--- config.mk ---
export PLATFORM = sky130hd
export DESIGN_NAME = sliding_window_median_filter_unit
export DESIGN_NICKNAME = d
export VERILOG_FILES = /design/src/hw/rtl/swmf_pkg.sv /design/src/hw/rtl/swmf_cell.sv /design/src/hw/rtl/sliding_window_median_filter_unit.sv
export SDC_FILE = /design/constraint.sdc
export NUM_CORES = 1
export LEC_CHECK = 0
export BUFFER_PORTS_ARGS = -buffer_cell sky130_fd_sc_hd__buf_4
export CORE_AREA = 4 4 129 131
export CTS_CLUSTER_DIAMETER = 80
export DETAILED_ROUTE_END_ITERATION = 6
export DIE_AREA = 0 0 133 135
export PLACE_DENSITY = 0.92
export SYNTH_ARGS = -nofsm -noshare
export SYNTH_HDL_FRONTEND = slang
export SYNTH_HIERARCHICAL = 1
export SYNTH_SLANG_ARGS = --single-unit
--- constraint.sdc ---
create_clock -name clk -period 15.05 [get_ports clk]
set_clock_uncertainty 0.15 [all_clocks]
set_input_delay 3.01 -clock clk [delete_from_list [all_inputs] [get_ports clk]]
set_output_delay 3.01 -clock clk [all_outputs]
set_load 0.03 [all_outputs]
--- src/hw/rtl/swmf_pkg.sv ---
// Shared widths, defaults and the link type between neighbouring window cells.
// No dependencies; used by swmf_cell and sliding_window_median_filter_unit.
package swmf_pkg;

  localparam int VAL_W          = 13;
  localparam int FILLED_W       = 3;
  localparam int WINDOW_DEFAULT = 5;

  localparam logic [VAL_W-1:0] MAX_DISTANCE_RESET = 13'd8190;

  // Handed from a cell to the one above it during an update.
  typedef struct packed {
    logic del_seen;  // an entry at or below this cell is being evicted
    logic b_valid;   // the cell holds a valid entry once the eviction is closed up
    logic b_gt;      // that entry is greater than the incoming sample
  } link_t;

endpackage

--- src/hw/rtl/swmf_cell.sv ---
// One cell of the sorted window: holds one entry with its ring slot tag.
// Depends on swmf_pkg for the value width and the neighbour link type.
module swmf_cell #(
  parameter int TAG_W = 3
) (
  input  logic                       clk,
  input  logic                       rst,
  input  logic                       load,
  input  logic                       clear,
  input  logic                       evict,
  input  logic [TAG_W-1:0]           evict_tag,
  input  logic [swmf_pkg::VAL_W-1:0] ins_value,
  input  logic [TAG_W-1:0]           ins_tag,
  input  logic                       up_valid,
  input  logic [swmf_pkg::VAL_W-1:0] up_value,
  input  logic [TAG_W-1:0]           up_tag,
  input  swmf_pkg::link_t            lo_link,
  input  logic [swmf_pkg::VAL_W-1:0] lo_b_value,
  input  logic [TAG_W-1:0]           lo_b_tag,
  output logic                       own_valid,
  output logic [swmf_pkg::VAL_W-1:0] own_value,
  output logic [TAG_W-1:0]           own_tag,
  output swmf_pkg::link_t            hi_link,
  output logic [swmf_pkg::VAL_W-1:0] b_value,
  output logic [TAG_W-1:0]           b_tag,
  output logic [swmf_pkg::VAL_W-1:0] c_value
);
  import swmf_pkg::*;

  logic             a_valid;
  logic             del_here;
  logic             del_le;
  logic             b_valid;
  logic             b_gt;
  logic             c_valid;
  logic [TAG_W-1:0] c_tag;

  always_comb begin
    a_valid  = own_valid & ~clear;
    del_here = evict & a_valid & (own_tag == evict_tag);
    del_le   = lo_link.del_seen | del_here;
    // close up the evicted slot: take the neighbour above
    b_valid  = del_le ? (up_valid & ~clear) : a_valid;
    b_value  = del_le ? up_value : own_value;
    b_tag    = del_le ? up_tag : own_tag;
    b_gt     = b_valid & (b_value > ins_value);
    // insert: shift up where the entry below is larger
    if (lo_link.b_gt) begin
      c_value = lo_b_value;
      c_tag   = lo_b_tag;
    end else if (b_gt || !b_valid) begin
      c_value = ins_value;
      c_tag   = ins_tag;
    end else begin
      c_value = b_value;
      c_tag   = b_tag;
    end
    c_valid = b_valid | lo_link.b_valid;
    hi_link = '{del_seen: del_le, b_valid: b_valid, b_gt: b_gt};
  end

  always_ff @(posedge clk) begin
    if (rst) begin
      own_valid <= 1'b0;
    end else if (load) begin
      own_valid <= c_valid;
    end
  end

  always_ff @(posedge clk) begin
    if (load) begin
      own_value <= c_value;
      own_tag   <= c_tag;
    end
  end

endmodule

--- src/hw/rtl/sliding_window_median_filter_unit.sv ---
// Sliding-window median filter for distance samples: top level.
// Depends on swmf_pkg and swmf_cell.
//
// Usage:
//   Input channel (in_valid/in_ready) carries one request: sample, timed_out,
//   restart. A timed-out sample, or one above max_distance, is stored as
//   max_distance. Restart empties the window before the sample is stored.
//   Output channel (out_valid/out_ready) returns median and filled for each
//   request: the median is element filled/2 of the ascending order of the
//   filled entries (upper middle for an even count).
//   Configuration: cfg_we writes cfg_data into max_distance at the clock
//   edge; write only while no request is in flight.
// Timing and throughput:
//   A result appears, registered, in the cycle after its request is taken;
//   one request per cycle is taken unless the output stalls. The window is
//   a sorted row of WINDOW cells, updated by local decisions of neighbours.
// Reset (rst, synchronous): window empty, ring slot and fill count zero,
//   max_distance back to 8190, output empty.
// Stall: the output register holds its result while out_ready is low and
//   in_ready drops, so no request is lost.
module sliding_window_median_filter_unit #(
  parameter int WINDOW = swmf_pkg::WINDOW_DEFAULT
) (
  input  logic                          clk,
  input  logic                          rst,
  input  logic                          in_valid,
  output logic                          in_ready,
  input  logic [swmf_pkg::VAL_W-1:0]    sample,
  input  logic                          timed_out,
  input  logic                          restart,
  output logic                          out_valid,
  input  logic                          out_ready,
  output logic [swmf_pkg::VAL_W-1:0]    median,
  output logic [swmf_pkg::FILLED_W-1:0] filled,
  input  logic                          cfg_we,
  input  logic [swmf_pkg::VAL_W-1:0]    cfg_data
);
  import swmf_pkg::*;

  localparam int TAG_W  = (WINDOW > 1) ? $clog2(WINDOW) : 1;
  localparam int FILL_W = $clog2(WINDOW + 1);
  localparam logic [TAG_W-1:0]  LAST_SLOT = TAG_W'(WINDOW - 1);
  localparam logic [FILL_W-1:0] FULL      = FILL_W'(WINDOW);

  logic [VAL_W-1:0]  max_distance;
  logic [TAG_W-1:0]  write_position;
  logic [TAG_W-1:0]  write_position_next;
  logic [FILL_W-1:0] fill_count;
  logic [FILL_W-1:0] fill_count_next;
  logic [TAG_W-1:0]  wp_eff;
  logic [FILL_W-1:0] fill_eff;
  logic              full;
  logic              accept;
  logic [VAL_W-1:0]  ins_value;
  logic [TAG_W-1:0]  mid_idx;

  // neighbour wiring; index WINDOW is the empty slot above the top cell
  logic              cell_valid [WINDOW+1];
  logic [VAL_W-1:0]  cell_value [WINDOW+1];
  logic [TAG_W-1:0]  cell_tag   [WINDOW+1];
  link_t             link       [WINDOW+1];
  logic [VAL_W-1:0]  b_value    [WINDOW+1];
  logic [TAG_W-1:0]  b_tag      [WINDOW+1];
  logic [VAL_W-1:0]  c_value    [WINDOW];

  assign in_ready = ~out_valid | out_ready;
  assign accept   = in_valid & in_ready;

  always_comb begin
    // clamp timed-out and over-range samples
    ins_value = (timed_out || (sample > max_distance)) ? max_distance : sample;
    // restart empties the window first
    wp_eff   = restart ? '0 : write_position;
    fill_eff = restart ? '0 : fill_count;
    full     = (fill_eff == FULL);
    write_position_next = (wp_eff == LAST_SLOT) ? '0 : wp_eff + TAG_W'(1);
    fill_count_next     = full ? fill_eff : fill_eff + FILL_W'(1);
    mid_idx             = TAG_W'(fill_count_next >> 1);
  end

  // below the bottom cell: nothing evicted, treat as a valid smaller entry
  assign link[0]    = '{del_seen: 1'b0, b_valid: 1'b1, b_gt: 1'b0};
  assign b_value[0] = '0;
  assign b_tag[0]   = '0;
  // above the top cell: always empty
  assign cell_valid[WINDOW] = 1'b0;
  assign cell_value[WINDOW] = '0;
  assign cell_tag[WINDOW]   = '0;

  for (genvar i = 0; i < WINDOW; i++) begin : g_cell
    swmf_cell #(
      .TAG_W(TAG_W)
    ) u_cell (
      .clk       (clk),
      .rst       (rst),
      .load      (accept),
      .clear     (restart),
      .evict     (full),
      .evict_tag (wp_eff),
      .ins_value (ins_value),
      .ins_tag   (wp_eff),
      .up_valid  (cell_valid[i+1]),
      .up_value  (cell_value[i+1]),
      .up_tag    (cell_tag[i+1]),
      .lo_link   (link[i]),
      .lo_b_value(b_value[i]),
      .lo_b_tag  (b_tag[i]),
      .own_valid (cell_valid[i]),
      .own_value (cell_value[i]),
      .own_tag   (cell_tag[i]),
      .hi_link   (link[i+1]),
      .b_value   (b_value[i+1]),
      .b_tag     (b_tag[i+1]),
      .c_value   (c_value[i])
    );
  end

  // hold ring position and fill count; advance on each request
  always_ff @(posedge clk) begin
    if (rst) begin
      write_position <= '0;
      fill_count     <= '0;
      max_distance   <= MAX_DISTANCE_RESET;
    end else begin
      if (accept) begin
        write_position <= write_position_next;
        fill_count     <= fill_count_next;
      end
      if (cfg_we) begin
        max_distance <= cfg_data;
      end
    end
  end

  // output register: load on accept, drop when taken
  always_ff @(posedge clk) begin
    if (rst) begin
      out_valid <= 1'b0;
    end else if (accept) begin
      out_valid <= 1'b1;
    end else if (out_ready) begin
      out_valid <= 1'b0;
    end
  end

  always_ff @(posedge clk) begin
    if (accept) begin
      median <= c_value[mid_idx];
      filled <= FILLED_W'(fill_count_next);
    end
  end

endmodule

**After elaboration in Yosys (flattened, before gate mapping)**

Cells that the tools add are included.

- Register bits: 121
- Bits in latches: 0
- Memory bits (writable): 0
- Bits in read-only memories: 0
- Bits of input ports: 33
- Output and inout port bits: 18
- Word-level logic and storage cells: 127
- Memories: 0

- $add $sub $neg: 2
- Multiply operators: 0
- Divide/modulo/power cells: 0
- Order comparisons: 7
- Eq/ne operators: 7
- Shift operators: 0
- Mux-type cells: 43
- Bitwise operators: 33
- Reductions and logical operators: 14

Operators with widths:

| cell | number |
|---|---|
| $mux 13 | 17 |
| $gt 13x13->1 | 6 |
| $mux 3 | 18 |
| $bmux 13 s3 | 1 |
| $and 1x1->1 | 21 |
| $eq 3x3->1 | 5 |
| $or 1x1->1 | 9 |
| $mux 1 | 7 |
| $add 3x1->3 const B | 2 |
| $eq 3x3->1 const B | 2 |
| $logic_or 1x1->1 | 6 |
| $logic_not 1->1 | 5 |
| $ge 4x4->1 const B | 1 |
| $not 2->4 | 1 |
| $reduce_bool 3->1 | 1 |
| $not 1->1 | 2 |
| $reduce_and 2->1 | 1 |
| $reduce_bool 2->1 | 1 |

**Depth between registers and ports, before layout**

- Word-level depth: 17
- Gate-level depth with buffers: 35
- Mapped depth without buffers: 23

**Modules after synthesis**

The synthesis kept the hierarchy.

Modules (own cells, without submodules):

| module | times used | cells each | area each (µm²) |
|---|---|---|---|
| swmf_cell | 5 | 159 | 1562.7 |
| sliding_window_median_filter_unit | 1 | 284 | 2621.3 |

**Worst setup path after synthesis**

No wires, ideal clock.

- Path type: in2reg
- Start: in restart
- End: reg g_cell[4].u_cell/own_value[11] (netlist name) (data pin)
- Setup time: 256 ps
- Arrival: 9318 ps
- Required time: 14644 ps
- Setup slack: 5326 ps
- Stages: 32
- Cell sequence: buf_2 nor2b_1 xor2_1 nor4_2 a21oi_2 buf_6 inv_1 buf_4 a21oi_2 buf_6 inv_1 buf_4 a21oi_2 buf_6 inv_1 buf_4 a21oi_2 buf_6 mux2_4 ha_1 and3_1 o21ai_0 a311o_1 a31oi_1 clkbuf_1 nor2b_1 buf_4 clkbuf_1 inv_1 clkbuf_1 o31a_1 a22o_1

RTL lines:

| item | line | text |
|---|---|---|
| start: declaration | sliding_window_median_filter_unit.sv:30 | `input logic restart,` |
| end signal: assignment | swmf_cell.sv:72 | `own_value <= c_value;` |
| end: declaration | swmf_cell.sv:21 | `output logic [swmf_pkg::VAL_W-1:0] own_value,` |

==> results.json <==
{
  "rows": 46,
  "grt-ovfl-total": 0,
  "antenna_cells": 0,
  "critical_path.top_delay_family": "compound AO/OA/AOI/OAI gates",
  "post_cts_buffers": 0,
  "nFillCells": 1001,
  "layout-drive-gt1-share": 0.194,
  "hold_depth": 2,
  "maxSlewHeadroom": 0.219,
  "die_x_um": 133,
  "grt_usage": 0.314,
  "grt_pass1_vias": 8985,
  "status": "completed",
  "clock_tree.htree_level_count": 4,
  "drt_iter0_drc": 1054,
  "grt_pass1_wl_um": 45500,
  "vias_per_cell": 6.74,
  "clkSlewWorstSetupHoldPaths_ps": 60,
  "ir_drop_uv": 90.1,
  "syn-cell-area_um2": 10400,
  "path_buf_inv": 7,
  "max_freq_ghz": 0.0900,
  "worstMarginPinSlew_ps": 1170,
  "cp.depth": 23,
  "area_growth_syn_to_layout_pct": 12.5,
  "post-route-util": 0.750,
  "power.leakage_nw": 5.21,
  "setup_viol": 0,
  "ys_warn_count": 6,
  "syn_area_per_cell_um2": 9.70,
  "grtUsageMet2": 0.520,
  "drv_slew": 0,
  "syn-instance-count": 1072,
  "met3_usage": 0.0525,
  "crit_slowest_cell": "a21oi_2",
  "max-clock-path-buffers": 2,
  "fin_crit_ps": 11110,
  "rsz0062_at_grt": "false",
  "ctsResizeCount": 0,
  "vias": 9149,
  "gp_congestion": 0.905,
  "die_h_um": 135,
  "path_cells": "buf_4 > nor2b_1 > xor2_1 > nor4_2 > a21oi_2 > buf_4 > inv_1 > a21oi_2 > inv_1 > a21oi_2 > inv_1 > a21oi_2 > inv_1 > a21oi_2 > mux2_2 > ha_1 > nor2b_1 > o21ai_0 > a311o_1 > a31oi_2 > buf_4 > or2_2 > a311o_1",
  "slowest_delay_ps": 880,
  "crit_type": "in -> reg",
  "hold_class": "reg -> reg",
  "core_area_um2": 15600,
  "worst-path-max-fanout": 32,
  "firstDrtPassIters": 6,
  "cp-start-kind": "input pin",
  "dp_slack_ps": 3870,
  "top_usage_layer": "met2",
  "routedWlPerCell_um": 21.0,
  "initial_core_util": 0.666,
  "dp_hpwl_um": 18800,
  "drv_cap": 0,
  "dieArea_um2": 18000,
  "clock_latency_ps": 430,
  "setup.worst_path.end_class": "flip-flop",
  "io_pins": 51,
  "reg2reg_depth": 22,
  "clock-sinks": 121,
  "wl_um": 28500,
  "cts_hold_buffers": 0,
  "fin_tns_setup_ps": 0,
  "power.density_nw_per_um2": 116,
  "cts_tree": "yes",
  "crit_top_cell": "a21oi_2",
  "hold_viol_final": 0,
  "cts-buffers-inserted": 17,
  "root_buffer": "clkbuf_16",
  "ant_nets": 0,
  "timing.final.crit_share": 0.738,
  "antenna_found_initial": 0,
  "drc": 0,
  "cp.arrival_ps": 11130,
  "worst_slack_ps": 3940,
  "cp_data_required_time_ps": 15080,
  "grtUsageMet1": 0.392,
  "io_buffers": 50,
  "finalNetCount": 1243,
  "grt_max_degree": 89
}
-- state kept, by name, summed over array words and instances, names as in the netlist --
| signal | flops |
|---|---|
| max_distance | 13 |
| out_valid | 1 |
| g_cell.u_cell/own_tag | 15 |
| filled | 3 |
| write_position | 3 |
| median | 13 |
| fill_count | 3 |
| g_cell.u_cell/own_value | 65 |
| g_cell.u_cell/own_valid | 5 |
-- final cells by class --
| cell class | instances | area [um2] | area share |
|---|---|---|---|
| flip-flops and latches | 121 | 3380 | 0.289 |
| well taps | 216 | 270 | 0.0231 |
| repair buffers | 82 | 616 | 0.0526 |
| multi-input cells | 801 | 6410 | 0.548 |
| clock inverters | 15 | 200 | 0.0171 |
| clock buffers | 17 | 425 | 0.0364 |
| inverters | 105 | 397 | 0.0339 |
-- metrics by stage --
stage	hold WS [ps]	std cells	area [um2]	total power, mW
6_report	322	1357	11700	1.36
5_1_grt	338	1357	11700	1.42
4_1_cts	321	1357	11700	1.35
3_5_place_dp	312	1325	11100	0.900
3_3_place_gp	299	1325	11100	0.879
2_1_floorplan	287	1108	10500	0.775
-- metal layers --
| layer | vias to the layer above | part of all wire | wire (um) |
|---|---|---|---|
| met5 | - | 0 | 0 |
| met4 | 0 | 0.053 | 1510 |
| met3 | 127 | 0.073 | 2070 |
| met2 | 533 | 0.48 | 13700 |
| met1 | 4344 | 0.40 | 11300 |
| li1 | 4145 | - | - |
-- power breakdown --
part | internal, mW | total [mW] | switching (mW)
Combinational | 0.192 | 0.477 | 0.285
Sequential | 0.416 | 0.442 | 0.0258
Clock | 0.277 | 0.443 | 0.166
Total | 0.885 | 1.36 | 0.477
-- worst register-to-register path: stages (launching register included) --
cell and delay (ps):
dfxtp_1 390, nor2b_1 870, xor2_1 260, nor4_2 90, a21oi_2 140, buf_4 330
inv_1 160, a21oi_2 810, inv_1 250, a21oi_2 880, inv_1 220, a21oi_2 840
inv_1 220, a21oi_2 820, mux2_2 340, ha_1 240, nor2b_1 130, o21ai_0 170
a311o_1 220, a31oi_2 80, buf_4 230, or2_2 320, a311o_1 340
-- worst paths after layout --
kind	startpoint	end	slack [ps]
setup / recovery	restart	g_cell[4].u_cell/own_value[0]$_DFFE_PP_	3940
hold / removal	write_position[1]$_SDFFE_PP0P_	write_position[1]$_SDFFE_PP0P_	320
setup reg to reg	write_position[2]$_SDFFE_PP0P_	g_cell[4].u_cell/own_value[0]$_DFFE_PP_	6300
hold reg to reg	write_position[1]$_SDFFE_PP0P_	write_position[1]$_SDFFE_PP0P_	320
-- cells in the final DEF (no fill, tap or decap), drive strengths merged, types with 15 or more instances in the layout --
cell      n
xor2     15
mux2i    47
inv     105
nand2    38
nor2b    25
a31oi    17
mux2     75
clkbuf   17
nor2     27
edfxtp   96
conb     38
a22o     82
o21ai    75
nand3    31
a21oi    39
o21bai   16
buf      82
ha       82
o31a     70
dfxtp    25
Note: power is estimated with default switching activity, not from simulation.
